## config.mk

```make
export PLATFORM = sky130hd
export DESIGN_NAME = base64_codec
export DESIGN_NICKNAME = d
export VERILOG_FILES = /design/src/rtl/b64_pkg.sv /design/src/rtl/b64_in_reg.sv /design/src/rtl/b64_core.sv /design/src/rtl/b64_out_queue.sv /design/src/rtl/base64_codec.sv
export SDC_FILE = /design/constraint.sdc
export NUM_CORES = 1
export LEC_CHECK = 0
export ABC_AREA = 1
export BUFFER_PORTS_ARGS = -buffer_cell sky130_fd_sc_hd__buf_2
export CAP_MARGIN = 20
export CORE_AREA = 2 2 120 122
export DETAILED_ROUTE_END_ITERATION = 7
export DIE_AREA = 0 0 122 124
export PLACE_DENSITY = 0.7
export SYNTH_ARGS = -nofsm -noshare
export SYNTH_HDL_FRONTEND = slang
export SYNTH_HIERARCHICAL = 1
export SYNTH_SLANG_ARGS = --single-unit
```

## constraint.sdc

```tcl
create_clock -name aclk -period 4.3 [get_ports aclk]
set_input_delay 0 -clock aclk [delete_from_list [all_inputs] [get_ports aclk]]
set_output_delay 0 -clock aclk [all_outputs]
set_load 0.01 [all_outputs]
```

## src/rtl/b64_pkg.sv

```systemverilog
// Shared types, constants and alphabet functions for the Base64 codec.
// No dependencies; every other file of the codec imports this package.
package b64_pkg;

    // Largest number of results that one input byte can cause.
    localparam int MAX_RESULTS = 4;
    localparam int RES_IDX_W   = $clog2(MAX_RESULTS);
    localparam int RES_CNT_W   = $clog2(MAX_RESULTS + 1);

    localparam logic [7:0] PAD_CHAR   = 8'h3D;
    localparam logic [7:0] SPACE_CHAR = 8'h20;

    // Mode register codes.
    localparam logic MODE_ENCODE = 1'b0;
    localparam logic MODE_DECODE = 1'b1;

    // One accepted input request.
    typedef struct packed {
        logic       last;
        logic [7:0] data;
    } item_t;

    // One result request on the output channel.
    typedef struct packed {
        logic       bad_char;
        logic       end_of_message;
        logic       has_data;
        logic [7:0] out_byte;
    } result_t;

    // All results that one input request causes, in delivery order from entry 0.
    typedef struct packed {
        logic [RES_CNT_W-1:0]              count;
        result_t [MAX_RESULTS-1:0]         res;
    } group_t;

    // Maps a six-bit value to its character of the standard alphabet.
    function automatic logic [7:0] enc_char(input logic [5:0] sextet);
        logic [7:0] wide;
        wide = {2'b00, sextet};
        if (sextet < 6'd26) begin
            return 8'(wide + 8'h41);
        end else if (sextet < 6'd52) begin
            return 8'(wide + 8'h47);
        end else if (sextet < 6'd62) begin
            return 8'(wide - 8'd4);
        end else if (sextet == 6'd62) begin
            return 8'h2B;
        end else begin
            return 8'h2F;
        end
    endfunction

    // Maps a character to {valid, six-bit value}; valid is low outside the alphabet.
    function automatic logic [6:0] dec_lookup(input logic [7:0] c);
        if (c inside {[8'h41:8'h5A]}) begin
            return {1'b1, 6'(c - 8'h41)};
        end else if (c inside {[8'h61:8'h7A]}) begin
            return {1'b1, 6'(c - 8'h47)};
        end else if (c inside {[8'h30:8'h39]}) begin
            return {1'b1, 6'(c + 8'd4)};
        end else if (c == 8'h2B) begin
            return {1'b1, 6'd62};
        end else if (c == 8'h2F) begin
            return {1'b1, 6'd63};
        end else begin
            return 7'd0;
        end
    endfunction

endpackage

```

## src/rtl/b64_in_reg.sv

```systemverilog
// Input register stage of the Base64 codec: holds one request for the core.
// Depends on b64_pkg for the request type.
module b64_in_reg (
    input  logic          aclk,
    input  logic          aresetn,
    input  logic          s_tvalid,
    output logic          s_tready,
    input  logic [7:0]    s_tdata,
    input  logic          s_tlast,
    input  logic          take,
    output logic          item_valid,
    output b64_pkg::item_t item
);
    import b64_pkg::*;

    logic  valid_reg;
    item_t item_reg;

    // The stage can load whenever it is empty or its request moves on this cycle.
    assign s_tready   = !valid_reg || take;
    assign item_valid = valid_reg;
    assign item       = item_reg;

    always_ff @(posedge aclk) begin
        if (!aresetn) begin
            valid_reg <= 1'b0;
        end else if (s_tready) begin
            valid_reg <= s_tvalid;
        end
    end

    // Payload needs no reset.
    always_ff @(posedge aclk) begin
        if (s_tvalid && s_tready) begin
            item_reg.data <= s_tdata;
            item_reg.last <= s_tlast;
        end
    end

endmodule

```

## src/rtl/b64_core.sv

```systemverilog
// Codec core: mode register, bit accumulator state and the per-request result logic.
// Depends on b64_pkg for types and alphabet functions.
module b64_core (
    input  logic           aclk,
    input  logic           aresetn,
    input  logic           cfg_wr_en,
    input  logic           cfg_wr_data,
    input  b64_pkg::item_t item,
    input  logic           take,
    output b64_pkg::group_t group
);
    import b64_pkg::*;

    logic       mode_reg;
    // Pending bits never exceed six in either mode.
    logic [5:0] store_reg, store_next;
    logic [2:0] count_reg, count_next;
    logic       drop_reg, drop_next;

    // Encode path signals.
    logic [11:0] enc_acc;
    logic [3:0]  enc_tot;
    logic [3:0]  enc_rem;
    logic [1:0]  enc_nchar;
    logic [5:0]  enc_ch0, enc_ch1, enc_left, enc_tail;
    logic [1:0]  enc_pads;
    logic [2:0]  enc_n;
    logic        enc_has_tail;

    // Decode path signals.
    logic        dec_skip;
    logic [6:0]  dec_look;
    logic [11:0] dec_acc;
    logic [3:0]  dec_tot;
    logic [3:0]  dec_rem;
    logic        dec_emit;
    logic [7:0]  dec_byte;
    logic [5:0]  dec_left;

    logic [2:0]  slot;
    group_t      grp;

    // Encode: append eight bits, then cut off complete sextets and the padded tail.
    always_comb begin
        enc_acc   = {store_reg[3:0], item.data};
        enc_tot   = {1'b0, count_reg} + 4'd8;
        enc_nchar = (enc_tot >= 4'd12) ? 2'd2 : 2'd1;
        enc_rem   = enc_tot - ((enc_nchar == 2'd2) ? 4'd12 : 4'd6);
        enc_ch0   = 6'(enc_acc >> (enc_tot - 4'd6));
        enc_ch1   = 6'(enc_acc >> (enc_tot - 4'd12));
        enc_left  = 6'(enc_acc & ((12'd1 << enc_rem) - 12'd1));
        enc_tail  = enc_left << (4'd6 - enc_rem);
        enc_pads  = (enc_rem == 4'd2) ? 2'd2 : 2'd1;
        enc_has_tail = item.last && (enc_rem != 4'd0);
        enc_n = {1'b0, enc_nchar} + (enc_has_tail ? (3'd1 + {1'b0, enc_pads}) : 3'd0);
        if (enc_n > 3'(MAX_RESULTS)) begin
            enc_n = 3'(MAX_RESULTS);
        end
    end

    // Decode: skip whitespace and padding, append six bits, emit a full byte.
    always_comb begin
        dec_skip = (item.data == SPACE_CHAR) || (item.data inside {[8'd9:8'd13]}) ||
                   (item.data == PAD_CHAR);
        dec_look = dec_lookup(item.data);
        dec_acc  = {store_reg, dec_look[5:0]};
        dec_tot  = {1'b0, count_reg} + 4'd6;
        dec_emit = (dec_tot >= 4'd8);
        dec_rem  = dec_emit ? (dec_tot - 4'd8) : dec_tot;
        dec_byte = 8'(dec_acc >> dec_rem);
        dec_left = 6'(dec_acc & ((12'd1 << dec_rem) - 12'd1));
    end

    // Result group and next state for the request in the input register.
    always_comb begin
        grp        = '0;
        store_next = store_reg;
        count_next = count_reg;
        drop_next  = drop_reg;
        slot       = '0;

        if (drop_reg) begin
            // Rest of an aborted message: nothing comes out.
            if (item.last) begin
                store_next = '0;
                count_next = '0;
                drop_next  = 1'b0;
            end
        end else if (mode_reg == MODE_ENCODE) begin
            grp.count = enc_n;
            for (int k = 0; k < MAX_RESULTS; k++) begin
                slot = 3'(k);
                if (slot < enc_n) begin
                    grp.res[k].has_data = 1'b1;
                    if (slot == 3'd0) begin
                        grp.res[k].out_byte = enc_char(enc_ch0);
                    end else if (slot < {1'b0, enc_nchar}) begin
                        grp.res[k].out_byte = enc_char(enc_ch1);
                    end else if (slot == {1'b0, enc_nchar}) begin
                        grp.res[k].out_byte = enc_char(enc_tail);
                    end else begin
                        grp.res[k].out_byte = PAD_CHAR;
                    end
                    grp.res[k].end_of_message = item.last && (slot == enc_n - 3'd1);
                end
            end
            if (item.last) begin
                store_next = '0;
                count_next = '0;
            end else begin
                store_next = enc_left;
                count_next = enc_rem[2:0];
            end
        end else begin
            if (!dec_skip && !dec_look[6]) begin
                // Character outside the alphabet ends the message with an error.
                grp.count                 = 3'd1;
                grp.res[0].end_of_message = 1'b1;
                grp.res[0].bad_char       = 1'b1;
                store_next = '0;
                count_next = '0;
                drop_next  = !item.last;
            end else begin
                if (!dec_skip) begin
                    store_next = dec_left;
                    count_next = dec_rem[2:0];
                    if (dec_emit) begin
                        grp.count           = 3'd1;
                        grp.res[0].has_data = 1'b1;
                        grp.res[0].out_byte = dec_byte;
                    end
                end
                if (item.last) begin
                    // Leftover bits are dropped; a quiet end still gets one result.
                    grp.count                 = 3'd1;
                    grp.res[0].end_of_message = 1'b1;
                    store_next = '0;
                    count_next = '0;
                end
            end
        end
    end

    assign group = grp;

    // Mode write abandons any message in progress.
    always_ff @(posedge aclk) begin
        if (!aresetn) begin
            mode_reg  <= MODE_ENCODE;
            store_reg <= '0;
            count_reg <= '0;
            drop_reg  <= 1'b0;
        end else if (cfg_wr_en) begin
            mode_reg  <= cfg_wr_data;
            store_reg <= '0;
            count_reg <= '0;
            drop_reg  <= 1'b0;
        end else if (take) begin
            store_reg <= store_next;
            count_reg <= count_next;
            drop_reg  <= drop_next;
        end
    end

endmodule

```

## src/rtl/b64_out_queue.sv

```systemverilog
// Base64 result register: holds one request's results, sends one per cycle when m_tready.
// Depends on b64_pkg for the result and group types.
module b64_out_queue (
    input  logic            aclk,
    input  logic            aresetn,
    input  logic            load,
    input  b64_pkg::group_t group,
    output logic            free,
    output logic            m_tvalid,
    input  logic            m_tready,
    output logic [7:0]      m_tdata,
    output logic            m_tlast,
    output logic [1:0]      m_tuser
);
    import b64_pkg::*;

    logic [RES_CNT_W-1:0]      rem_reg;
    result_t [MAX_RESULTS-1:0] ent_reg;
    logic                      pop;

    assign pop      = (rem_reg != '0) && m_tready;
    // A new group may enter once the last waiting result leaves.
    assign free     = (rem_reg == '0) || ((rem_reg == RES_CNT_W'(1)) && m_tready);
    assign m_tvalid = (rem_reg != '0);
    assign m_tdata  = ent_reg[0].out_byte;
    assign m_tlast  = ent_reg[0].end_of_message;
    assign m_tuser  = {ent_reg[0].bad_char, ent_reg[0].has_data};

    always_ff @(posedge aclk) begin
        if (!aresetn) begin
            rem_reg <= '0;
        end else if (load) begin
            rem_reg <= group.count;
        end else if (pop) begin
            rem_reg <= rem_reg - RES_CNT_W'(1);
        end
    end

    // Results shift toward entry 0 as each one is taken.
    always_ff @(posedge aclk) begin
        if (load) begin
            ent_reg <= group.res;
        end else if (pop) begin
            for (int k = 0; k < MAX_RESULTS - 1; k++) begin
                ent_reg[k] <= ent_reg[k+1];
            end
        end
    end

endmodule

```

## src/rtl/base64_codec.sv

```systemverilog
// Top level of the streaming Base64 codec (standard alphabet, padded encode).
// Depends on b64_pkg, b64_in_reg, b64_core and b64_out_queue.
//
// Streaming Base64 codec. With mode 0 each input byte becomes one or two alphabet
// characters, and the last byte of a message adds any zero-filled tail character and
// '=' padding, up to four characters in all. With mode 1 each character adds six bits
// and a byte comes out once eight are gathered; whitespace and '=' are skipped, and a
// character outside the alphabet gives one result with bad_char set that ends the
// message, after which input up to the message's last byte is dropped. A decode
// message whose last character makes no byte ends with a result that has has_data low.
// Writing mode abandons any message in progress; write it only while the codec is idle.
// Timing: an accepted request waits in the input register and moves into the result
// register once that register is free; its results are then taken from that register.
// The result register sends one result per cycle while m_tready is high, so a
// request holds the input side until its results have gone (1 or 2 while encoding,
// up to 4 at the end of a message; at most 1 while decoding), and requests with no
// result pass at one per cycle while the result register is empty.
module base64_codec (
    input  logic       aclk,
    input  logic       aresetn,
    // Mode register write.
    input  logic       cfg_wr_en,
    input  logic       cfg_wr_data,
    // Input stream.
    input  logic       s_tvalid,
    output logic       s_tready,
    input  logic [7:0] s_tdata,   // [7:0] data_byte
    input  logic       s_tlast,   // last_byte
    // Result stream.
    output logic       m_tvalid,
    input  logic       m_tready,
    output logic [7:0] m_tdata,   // [7:0] out_byte
    output logic       m_tlast,   // end_of_message
    output logic [1:0] m_tuser    // [0] has_data, [1] bad_char
);
    import b64_pkg::*;

    item_t  item;
    logic   item_valid;
    logic   take;
    logic   free;
    group_t group;

    // A held request moves into the result register when that register frees up.
    assign take = item_valid && free;

    b64_in_reg u_in_reg (
        .aclk       (aclk),
        .aresetn    (aresetn),
        .s_tvalid   (s_tvalid),
        .s_tready   (s_tready),
        .s_tdata    (s_tdata),
        .s_tlast    (s_tlast),
        .take       (take),
        .item_valid (item_valid),
        .item       (item)
    );

    b64_core u_core (
        .aclk        (aclk),
        .aresetn     (aresetn),
        .cfg_wr_en   (cfg_wr_en),
        .cfg_wr_data (cfg_wr_data),
        .item        (item),
        .take        (take),
        .group       (group)
    );

    b64_out_queue u_out_queue (
        .aclk     (aclk),
        .aresetn  (aresetn),
        .load     (take),
        .group    (group),
        .free     (free),
        .m_tvalid (m_tvalid),
        .m_tready (m_tready),
        .m_tdata  (m_tdata),
        .m_tlast  (m_tlast),
        .m_tuser  (m_tuser)
    );

endmodule

```

==> summary.md <==
| Metric | Value |
|---|---|
| Status | `finished clean` |
| Die Ht | `124 µm` |
| Top FF cell, synth | `edfxtp_1` |
| Final weighted congestion in routability-driven placement | `0.937` |
| Final-stage net count | `957` |
| Layout Skew | `0.00781 ns` |
| Met2 track demand over resource in global routing | `0.340` |
| Relative area change from synthesis to final layout | `9.04%` |
| Worst-path clk slew | `0.06 ns` |
| Synthesis Warnings | `6` |
| Buffer type at the clock tree root | `clkbuf_16` |
| Share of the cycle needed by the critical path after routing | `0.864` |
| Sequential cell area fraction in the yosys report | `0.307` |
| N_diodes | `0` |
| Depth of the CTS H-tree | `3` |
| Number of detailed-routing iterations run before antenna repair | `5` |
| Worst min-delay path category | `input pin to flop` |
| Effective utilization at floorplan | `0.444` |
| Number of enable flip-flop cells after synthesis | `53` |
| Total gr overflow | `0` |
| Peak Freq | `0.269 GHz` |
| DP HPWL | `11100 µm` |
| Filler cell count | `1369` |
| I/O Buffers | `27` |
| CP Launch Type | `flop` |
| Global-route wire length before repair | `25400 µm` |
| Cell Rows | `43` |
| Final count of pins violating max slew | `0` |
| Fraction of synthesis flops using an asynchronous set or reset pin | `0` |
| Bufs on Longest Clock Path | `2` |
| Number of remaining DRC errors | `0` |
| Mean routed wirelength per cell | `14.1 µm` |
| DIE WIDTH | `122 µm` |
| Via count of the first global-routing pass | `5318` |
| Crit end category | `flop` |
| Time the final worst path needs with I/O delays and setup | `3.71 ns` |
| Clk sinks | `67` |
| Number of antenna-violating nets in the routed design | `0` |
| Tightest slew margin relative to the limit | `0.394` |
| WP data required | `4.40 ns` |
| Actual transition at the worst max-transition pin | `0.909 ns` |
| Total number of vias | `5629` |
| Vias per std cell | `5.19` |
| Met1 Resource Use GR | `0.287` |
| Global-route usage over all layers | `0.213` |
| Pin count of the biggest net entering global routing | `50` |
| Max-cap check violation count | `0` |
| Clock tree from TritonCTS | `built` |
| Unique cell type count in the Yosys netlist | `48` |
| Kind of critical path | `flop to flop` |
| Total power density per cell area | `453 mW/mm²` |
| Leak | `3.17 nW` |
| Tot Pwr | `3.01 mW` |
| Global Route met3 Usage | `0.0398` |
| Post-Synthesis Mean Instance Area | `6.92 µm²` |
| Iteration-0 DRC count of the detailed router | `517` |
| Num CTS Buffers | `9` |
| Area of the mapped netlist | `0.00609 mm²` |
| Ports placed on the boundary | `28` |
| CP Data Arrival Time | `3.81 ns` |
| Aggregate routed wire length | `15300 µm` |
| Core Area | `0.0137 mm²` |
| Global routing's busiest layer | `met2` |
| Setup total negative slack | `0 ns` |
| Endpoints failing hold | `0` |
| Unrepaired setup endpoints after global routing | `false` |
| Total of cells resized after clock tree synthesis | `0` |
| Critical path fanouts, max | `15` |
| Gate count after technology mapping | `880` |
| Final setup violation count | `0` |
| Ratio of cells with drive above 1 in the final layout | `0.118` |
| Clk Latency, worst-skew pair | `0.34 ns` |
| Die Footprint | `0.0151 mm²` |
| Initial antenna violation count | `0` |
| Flip-flop count of the largest register after layout | `33` |
| Max rail drop VDD | `0.276 mV` |
| Yosys reg bits | `67` |
-- Yosys cell counts (2+ instances only) --
master / instances / share of area
o21ai_0: 50 / 0.041
nand2_2: 16 / 0.016
a31oi_1: 3 / 0.0031
buf_6: 6 / 0.011
dfxtp_1: 14 / 0.046
xnor2_1: 2 / 0.0029
nor2_2: 6 / 0.0062
nor3_1: 7 / 0.0058
edfxtp_1: 53 / 0.26
conb_1: 2 / 0.0012
o21ai_2: 2 / 0.0029
inv_1: 87 / 0.054
nand4_1: 8 / 0.0082
buf_4: 30 / 0.037
nand3_2: 5 / 0.0082
inv_2: 12 / 0.0074
nand2_4: 4 / 0.0074
nand3b_1: 2 / 0.0025
nor4_1: 2 / 0.0021
xor2_1: 11 / 0.016
nor2_4: 3 / 0.0055
a21oi_2: 3 / 0.0043
nor2_1: 56 / 0.035
a21oi_1: 36 / 0.030
clkbuf_1: 4 / 0.0025
buf_2: 7 / 0.0058
o31ai_1: 2 / 0.0025
nand3_1: 81 / 0.067
ha_1: 42 / 0.086
o211ai_1: 8 / 0.0099
nand2_1: 290 / 0.18
o21ai_1: 9 / 0.0074
a221oi_1: 2 / 0.0029
-- path summary, 6_finish.rpt --
kind	startpoint	to	slack, ns	cells past startpoint
worst max register to register	u_core/count_reg[2]	u_out_queue/m_tdata[2]	0.59	21
worst min-delay path	m_tready	u_out_queue/rem_reg[2]	0.06	4
worst min register to register	u_out_queue/ent_reg[31]	u_out_queue/ent_reg[20]	0.51	2
worst max-delay path	u_core/count_reg[2]	u_out_queue/m_tdata[2]	0.59	21
-- power breakdown --
part	switching, mW	total [mW]	internal [mW]
registers	0.0801	1.11	1.03
clock network	0.309	0.767	0.458
logic	0.783	1.14	0.355
-- cell type report --
cell class,count,area [µm²],area share
Inverter,101,382,0.0575
Multi-Input combinational cell,671,3520,0.530
Sequential cell,67,1870,0.282
Tap cell,180,225,0.0339
Timing Repair Buffer,49,338,0.0509
Clock buffer,9,225,0.0339
Clock inverter,7,82.6,0.0124
-- logic make-up after synthesis --
family / after synthesis / synth area share
and+or+nand+nor: 484 / 0.350
buffers and inverters: 149 / 0.120
AOI/OAI and AO/OA: 122 / 0.114
DFF: 67 / 0.307
adders and majority gates: 43 / 0.0896
xor gates and xnor gates: 13 / 0.0187
other: 2 / 0.00123
-- through the flow --
step	setup WS, ns	hold WS [ns]	instance area [µm²]	cells	util
final	0.587	0.0623	6640	1084	0.484
after global routing	0.220	0.102	6640	1084	0.484
after CTS	0.669	0.0458	6640	1084	0.484
after detailed placement	0.691	0.179	6180	1053	0.451
after global placement	0.774	0.176	6180	1053	0.451
after floorplan	1.10	0.0989	6120	887	-
-- worst max-delay path, cell delays in order, from the launching register on --
cell and delay (ns):
dfxtp_1 0.55, inv_2 0.20, ha_1 0.66, buf_4 0.31, nor2_1 0.07, nand2_1 0.07, nand3_1 0.08, nand2_1 0.15
inv_1 0.12, ha_1 0.26, inv_1 0.15, nand2_1 0.09, nand2_1 0.06, nand2_1 0.09, o21ai_0 0.21, inv_1 0.06
nand2_1 0.06, nand2_1 0.05, nand2_1 0.07, nor2_1 0.05, nand2_1 0.06, nand2_1 0.05
-- cells in the final DEF (no fill, tap or decap), types with 4 or more instances in the layout --
| master | count |
|---|---|
| a21oi_1 | 36 |
| buf_2 | 27 |
| buf_4 | 7 |
| clkbuf_16 | 9 |
| conb_1 | 9 |
| dfxtp_1 | 14 |
| dlygate4sd3_1 | 15 |
| edfxtp_1 | 53 |
| ha_1 | 42 |
| inv_1 | 87 |
| inv_2 | 12 |
| nand2_1 | 290 |
| nand2_2 | 16 |
| nand2_4 | 4 |
| nand3_1 | 81 |
| nand3_2 | 5 |
| nand4_1 | 8 |
| nor2_1 | 56 |
| nor2_2 | 6 |
| nor3_1 | 7 |
| o211ai_1 | 8 |
| o21ai_0 | 50 |
| o21ai_1 | 9 |
| xor2_1 | 11 |
-- timing repair --
action | in CTS | in global routing
endpoints found under the setup margin | 0 | 0
setup buffers | 0 | 0
hold buffers | 15 | 0
hold endpoints to repair | 13 | 0
-- layer usage --
layer / part of all wire / wire [µm] / vias up
met3: 0.070 / 1080 / 22
met5: 0 / 0 / -
li1: - / - / 2880
met1: 0.47 / 7190 / 2513
met2: 0.44 / 6770 / 214
met4: 0.017 / 259 / 0
Note: power is estimated with default switching activity, not from simulation.
